File: src/design/adpk_pkg.sv
// Shared types and constants for the periodic advection-diffusion step unit.
// Used by every module of the block except adpk_ram; depends on nothing else.
`timescale 1ns / 1ps
`default_nettype none

package adpk_pkg;

   // Store geometry and word widths.
   localparam int MAX_POINTS = 2048;
   localparam int IDX_W      = 11;
   localparam int CNT_W      = 12;
   localparam int WORD_W     = 32;
   localparam int COEF_W     = 16;
   localparam int CSR_IDX_W  = 2;
   localparam int CSR_DATA_W = 16;
   localparam int MIN_POINTS = 3;

   // Request codes, echoed back in the done kind.
   localparam logic [1:0] REQ_WRITE = 2'd0;
   localparam logic [1:0] REQ_STEP  = 2'd1;
   localparam logic [1:0] REQ_READ  = 2'd2;
   localparam logic [1:0] REQ_NONE  = 2'd3;

   // Configuration register indexes.
   localparam logic [CSR_IDX_W-1:0] CSR_DIFF  = 2'd0;
   localparam logic [CSR_IDX_W-1:0] CSR_ADV   = 2'd1;
   localparam logic [CSR_IDX_W-1:0] CSR_COUNT = 2'd2;

   // Configuration values after reset.
   localparam logic [COEF_W-1:0] DIFF_RESET  = 16'd3277;
   localparam logic [COEF_W-1:0] ADV_RESET   = 16'd66;
   localparam logic [CNT_W-1:0]  COUNT_RESET = 12'd1500;

   // Saturation limits of a signed Q16.16 word.
   localparam logic [WORD_W-1:0] WORD_MAX = 32'h7FFF_FFFF;
   localparam logic [WORD_W-1:0] WORD_MIN = 32'h8000_0000;

   // Tag that travels with each point through the stencil pipeline.
   typedef struct packed {
      logic             vld;
      logic             last;
      logic [IDX_W-1:0] idx;
   } sten_tag_type;

endpackage

`default_nettype wire

File: src/design/adpk_cell.sv
// One cell of the stencil window chain: holds one old word and its valid flag.
// Depends on adpk_pkg for the word width.
`timescale 1ns / 1ps
`default_nettype none

module adpk_cell
   import adpk_pkg::*;
(
   input  wire logic              clock,
   input  wire logic              reset,
   input  wire logic              clear,
   input  wire logic              shift_en,
   input  wire logic [WORD_W-1:0] d_in,
   input  wire logic              v_in,
   output logic      [WORD_W-1:0] q,
   output logic                   v_q
);

   logic [WORD_W-1:0] val_ff, val_in;
   logic              vld_ff, vld_in;

   // Take the neighbour's word on a shift; the flag empties at sweep start.
   always_comb begin
      val_in = shift_en ? d_in : val_ff;
      if (clear) begin
         vld_in = 1'b0;
      end else if (shift_en) begin
         vld_in = v_in;
      end else begin
         vld_in = vld_ff;
      end
   end

   always_ff @(posedge clock) begin
      val_ff <= val_in;
      if (reset) begin
         vld_ff <= 1'b0;
      end else begin
         vld_ff <= vld_in;
      end
   end

   assign q   = val_ff;
   assign v_q = vld_ff;

endmodule

`default_nettype wire

File: config.mk
export PLATFORM = sky130hd
export DESIGN_NAME = adpk_cell
export DESIGN_NICKNAME = d
export VERILOG_FILES = /design/src/design/adpk_pkg.sv /design/src/design/adpk_cell.sv
export SDC_FILE = /design/constraint.sdc
export NUM_CORES = 1
export LEC_CHECK = 0
export BUFFER_PORTS_ARGS = -buffer_cell sky130_fd_sc_hd__buf_2
export CAP_MARGIN = 20
export CORE_MARGIN = 3
export CORE_UTILIZATION = 42
export CTS_CLUSTER_SIZE = 30
export DETAILED_ROUTE_END_ITERATION = 10
export GPL_ROUTABILITY_DRIVEN = 0
export PLACE_DENSITY = 0.82
export SLEW_MARGIN = 30
export SYNTH_ARGS = -nofsm -noshare
export SYNTH_HDL_FRONTEND = slang
export SYNTH_SLANG_ARGS = --single-unit
File: constraint.sdc
create_clock -name clock -period 1.1 [get_ports clock]
set_input_delay 0.11 -clock clock [delete_from_list [all_inputs] [get_ports clock]]
set_output_delay 0.11 -clock clock [all_outputs]
set_load 0.02 [all_outputs]
==> results of run 1 <==
-- cell usage in the layout, fill, tap and decap left out --
cell,n
clkbuf_1,1
buf_4,1
edfxtp_1,32
dlygate4sd3_1,34
mux2i_1,1
nor3_2,1
buf_2,69
clkbuf_4,5
clkinv_2,2
buf_12,1
dfxtp_1,1
-- sequential cells by signal (all words and copies together) (netlist names) --
name and flops:
q 32, v_q 1
-- metal layers --
metal,vias to the layer above,track usage
met2,59,0.3425
met3,6,0.1471
met1,348,0.2073
met5,-,0
li1,367,-
met4,0,0.1203
-- stage by stage --
step	setup slack [ns]	hold WS (ns)	util
after floorplan	0.4125	0.1790	-
after CTS	0.08052	0.03562	0.8062
after detailed placement	0.2947	0.2828	0.6308
final	0.06982	0.07652	0.8062
after global placement	0.3101	0.2773	0.6308
after global routing	0.02176	0.06596	0.8062
-- repair_timing --
action | CTS | global route
hold buffers | 34 | 0
endpoints found under the hold margin | 33 | 0
setup buffers | 0 | 0
-- worst min-delay path by stage --
stage,start,to,slack (ns),cells past startpoint
after floorplan,clear,v_q,0.18,1
after detailed placement,reset,v_q,0.28,2
after global placement,clear,v_q,0.28,2
after global routing,v_in,v_q,0.07,3
final,v_in,v_q,0.08,3
after CTS,v_in,v_q,0.04,3
-- cell type report --
cell class	instances	area [µm²]	share of cell area
Timing Repair Buffer	105	713.2	0.3961
Multi-Input combinational cell	2	20.02	0.01112
Clock inverter	2	10.01	0.005559
Clock buffer	6	41.29	0.02293
Tap cell	28	35.03	0.01946
Sequential cell	33	980.9	0.5448
-- worst min-delay path, delay by kind of cell --
family	cells	cell delay, ns
buffers and inverters	1	0.08
multiplexers	1	0.07
AND/OR/NAND/NOR	1	0.09
-- where the power goes --
group | leakage [nW] | switching, W | internal, W
Combinational | 0.437 | 0.000223 | 0.000196
Clock | 0.0320 | 0.000352 | 0.000243
Sequential | 0.321 | 0.0000247 | 0.00148
Total | 0.790 | 0.000600 | 0.00192
-- cells by family after synthesis --
logic type | after synthesis | share of synthesized area
multiplexers | 1 | 0.01000
AND/OR/NAND/NOR | 1 | 0.01000
flip-flops | 33 | 0.9800
==> flow_metrics.env, run 1 <==
export IMPL_vdd_drop_max_mv=1.266
export IMPL_grt_setup_unrepaired="false"
export IMPL_die_h_um=54.82
export IMPL_wl_met1_um=883
export IMPL_synth_top_cell_area_share=0.9600
export IMPL_grtUsageTotal=0.2165
export IMPL_root_buffer="clkbuf_4"
export IMPL_ys_warn_count=0
export IMPL_num_io_pins=70
export IMPL_stdcell_count=176
export IMPL_drive_gt1_frac=0.5338
export IMPL_grt_remaining_overflow=0
export IMPL_clock_fmax_mhz=970.7
export IMPL_netlist_area_um2=1001
export IMPL_clk_pin_slew_ns=0.09
export IMPL_min_period_ns=1.030
export IMPL_worstSetupEndpoint="q[28]"
export IMPL_cap_violations=0
export IMPL_routed_top_layer="met4"
export IMPL_cts_htree_levels=2
export IMPL_start_util=0.4482
export IMPL_synth_cells=35
export IMPL_synth_top_cells_by_count="32 x edfxtp_1, 1 x dfxtp_1, 1 x mux2i_1, 1 x nor3_2"
export IMPL_ys_seq_elements=33
export IMPL_crit_type="flop to output port"
export IMPL_fin_nets=184
export IMPL_cp_cell_sequence="buf_2"
export IMPL_synth_most_common_cell="edfxtp_1"
export IMPL_r2r_cells=2
export IMPL_syn_nets=72
export IMPL_final_hold_violation_count=0
export IMPL_drc=0
export IMPL_worst_slew_margin_rel=0.8495
export IMPL_drtIter0Drc=16
export IMPL_avgSynthCellArea_um2=28.60
export IMPL_worst_path_buf_inv=1
export IMPL_wl_met3_um=346
export IMPL_async_flop_share=0
export IMPL_yosysSeqAreaShare=0.9800
export IMPL_critical_path_max_stage_delay_ns=0.42
export IMPL_slew_viol_final=0
export IMPL_worstSkewPairLatency_ns=0.31
export IMPL_clock_path_buffers=2
export IMPL_yosysTopAreaCell="edfxtp_1"
export IMPL_final_setup_tns_ns=0
export IMPL_via_per_inst=4.432
export IMPL_nFillCells=126
export IMPL_synthTopCellsByArea="edfxtp_1 96%, dfxtp_1 2.0%, mux2i_1 1.0%, nor3_2 1.0%"
export IMPL_vias=780
export IMPL_clock_sinks=33
export IMPL_io_buffers=69
export IMPL_placed_area_um2=1409
export IMPL_tightestPinTransition_ns=0.2257
export IMPL_die_x_um=54.82
export IMPL_finalSetupViolCount=0
export IMPL_period_share=0.9365
export IMPL_synth_edf_count=32
export IMPL_design_power_total_w=0.002524
export IMPL_grt_pass1_vias=836
export IMPL_min_path_type="input pin to flop"
export IMPL_placed_cells=134
export IMPL_ant_nets=0
export IMPL_grt_first_pass_wirelength_um=4002
export IMPL_status="complete, no violations"
export IMPL_r2r_start="v_q"
export IMPL_area_growth_synth_to_final_pct=79.88
export IMPL_finalInstanceArea_um2=1800
export IMPL_synthDistinctLibCells=4
export IMPL_grt_max_degree=20
export IMPL_critPathMaxFanout=1
export IMPL_ctsResizeCount=0
export IMPL_ys_flop_type="edfxtp_1"
export IMPL_final_setup_skew_ns=0
export IMPL_cts_made_buffers=5
export IMPL_dr_pass1_iters=3
export IMPL_worst_path_max_delay_cell="edfxtp_1"
export IMPL_rows=17
export IMPL_core_um2=2233
export IMPL_routed_wl_met2_um=1431
export IMPL_critPathLaunchType="flop"
export IMPL_cts_tree="done"
export IMPL_die_area_um2=3005
export IMPL_avgRoutedWirePerCell_um=15.57
export IMPL_cp_top_family="flip-flops"
export IMPL_worst_r2r_setup_slack_ns=0.47
export IMPL_critPathLaunch="q[28]"
export IMPL_reg2reg_to="v_q"
export IMPL_diodes=0
export IMPL_antenna_found_initial=0
export IMPL_power_leakage_nw=0.7900
export IMPL_crit_required_ns=0.99
export IMPL_power_density_nw_per_um2=1402
export IMPL_worstSetupPathDepth=1
export IMPL_worstPathArrival_ns=0.92
export IMPL_crit_path_end_kind="output port"
export IMPL_drt_wl_total_um=2740
(Power assumes the default switching activity.)
==> run 2, diff against run 1 <==
--- a/config.mk
+++ b/config.mk
@@ -13,5 +13,5 @@
 export DETAILED_ROUTE_END_ITERATION = 10
 export GPL_ROUTABILITY_DRIVEN = 0
-export PLACE_DENSITY = 0.82
+export PLACE_DENSITY = 0.86
 export SLEW_MARGIN = 30
 export SYNTH_ARGS = -nofsm -noshare
==> constraint.sdc (replaced) <==
create_clock -name clock -period 1.1 [get_ports clock]
set_input_delay 0.11 -clock clock [delete_from_list [all_inputs] [get_ports clock]]
set_output_delay 0.11 -clock clock [all_outputs]
set_load 0.01 [all_outputs]
==> run 2 against run 1 <==
Net effect:
- largest cell class unchanged
- non-clock buffer count rose by 2
- maximum frequency rose by 2.3%
- hold slack got worse by 0.0055 ns
- sequential cell count did not move
- wire length rose by 8.3%
==> flow_metrics.env, run 2 (synthesized netlist as in run 1, its figures left out) <==
export IMPL_final_setup_skew_ns=0
export IMPL_clock_fmax_mhz=993.3
export IMPL_avgRoutedWirePerCell_um=16.67
export IMPL_final_setup_tns_ns=0
export IMPL_final_hold_violation_count=0
export IMPL_core_um2=2233
export IMPL_regArea_um2=980.9
export IMPL_critPathMaxFanout=1
export IMPL_design_power_total_w=0.002484
export IMPL_die_h_um=54.82
export IMPL_finalInstanceArea_um2=1802
export IMPL_ctsResizeCount=0
export IMPL_grt_remaining_overflow=0
export IMPL_post_cts_buffers=0
export IMPL_clock_path_buffers=2
export IMPL_min_period_ns=1.007
export IMPL_final_cell_mix="69 x buf_2, 34 x dlygate4sd3_1, 32 x edfxtp_1, 5 x clkbuf_4, 4 x buf_4"
export IMPL_grtUsageTotal=0.2272
export IMPL_diodes=0
export IMPL_drt_wl_total_um=2968
export IMPL_largest_register_ff_count=32
export IMPL_dr_pass1_iters=4
export IMPL_drc=0
export IMPL_drive_gt1_frac=0.5333
export IMPL_clock_sinks=33
export IMPL_stdcell_count=178
export IMPL_vias=821
export IMPL_fin_ws_ns=0.09328
export IMPL_vdd_drop_max_mv=1.229
export IMPL_cp_cell_sequence="buf_2"
export IMPL_cts_htree_levels=2
export IMPL_fin_nets=186
export IMPL_cts_made_buffers=5
export IMPL_worst_path_max_delay_cell="edfxtp_1"
export IMPL_crit_required_ns=0.99
export IMPL_cap_violations=0
export IMPL_grt_first_pass_wirelength_um=4326
export IMPL_antenna_found_initial=0
export IMPL_die_area_um2=3005
export IMPL_worstPathArrival_ns=0.90
export IMPL_root_buffer="clkbuf_4"
export IMPL_io_buffers=69
export IMPL_grt_pass1_vias=870
export IMPL_crit_path_end_kind="output port"
export IMPL_nFillCells=113
export IMPL_period_share=0.9152
export IMPL_power_density_nw_per_um2=1379
export IMPL_via_per_inst=4.612
export IMPL_start_util=0.4482
export IMPL_tightestPinTransition_ns=0.1797
export IMPL_power_leakage_nw=0.7931
export IMPL_place_ws_ns=0.2916
export IMPL_area_growth_synth_to_final_pct=80.00
export IMPL_ant_nets=0
export IMPL_die_x_um=54.82
export IMPL_critPathLaunchType="flop"
export IMPL_worst_slew_margin_rel=0.8768
export IMPL_clk_pin_slew_ns=0.10
export IMPL_drtIter0Drc=15
export IMPL_finalSetupViolCount=0
export IMPL_slew_viol_final=0
export IMPL_critical_path_max_stage_delay_ns=0.41
export IMPL_rows=17
export IMPL_worst_path_buf_inv=1
export IMPL_grt_max_degree=15
export IMPL_multiInputGateArea_um2=20.02
export IMPL_cts_tree="done"
export IMPL_placed_area_um2=1411
export IMPL_final_common_cell="buf_2"
export IMPL_num_io_pins=70
export IMPL_min_path_type="input pin to flop"
export IMPL_cp_top_family="flip-flops"
export IMPL_status="complete, no violations"
export IMPL_placed_cells=136
export IMPL_grt_setup_unrepaired="false"
export IMPL_worstSkewPairLatency_ns=0.33
export IMPL_crit_type="flop to output port"
==> run 2: changes by cell type in the layout (fill, tap and decap cells not counted), sizes merged <==
cell | before | now
buf | 71 | 73
clkinv | 2 | 3
clkbuf | 6 | 5
==> run 2: worst paths after layout <==
check                           startpoint    to  slack [ns]  cells after the start
worst max-delay path                  q[3]  q[3]        0.09                      1
worst min-delay path                  v_in   v_q        0.07                      3
worst max register to register         v_q   v_q        0.46                      2
worst min register to register         v_q   v_q        0.57                      2
==> run 2: area by class of cell <==
cell class,count,area share
repair buffers,107,0.3972
well taps,28,0.01944
clock inverters,3,0.006944
clock buffers,5,0.02083
flip-flops and latches,33,0.5444
multi-input cells,2,0.01111
==> run 2: report_power, final <==
part,internal [W],switching (W)
logic,0.000195,0.000152
registers,0.00148,0.0000297
clock network,0.000231,0.000392
total,0.00191,0.000574
==> run 2: what timing repair did <==
action                                  4_1_cts  5_1_grt
hold endpoints to repair                     33        0
endpoints found under the setup margin        0        0
hold buffers                                 34        0
==> run 2: layer usage <==
metal  wire, µm  GRT usage
met2       1408     0.3504
met5          0          0
met4         79     0.1162
met1       1126     0.2721
met3        353    0.09264
==> run 2: metrics by stage <==
stage | hold WS [ns] | utilization
2_1_floorplan | 0.1790 | -
3_3_place_gp | 0.2788 | 0.6319
3_5_place_dp | 0.2879 | 0.6319
4_1_cts | 0.07218 | 0.8067
5_1_grt | 0.07523 | 0.8067
6_report | 0.07101 | 0.8067
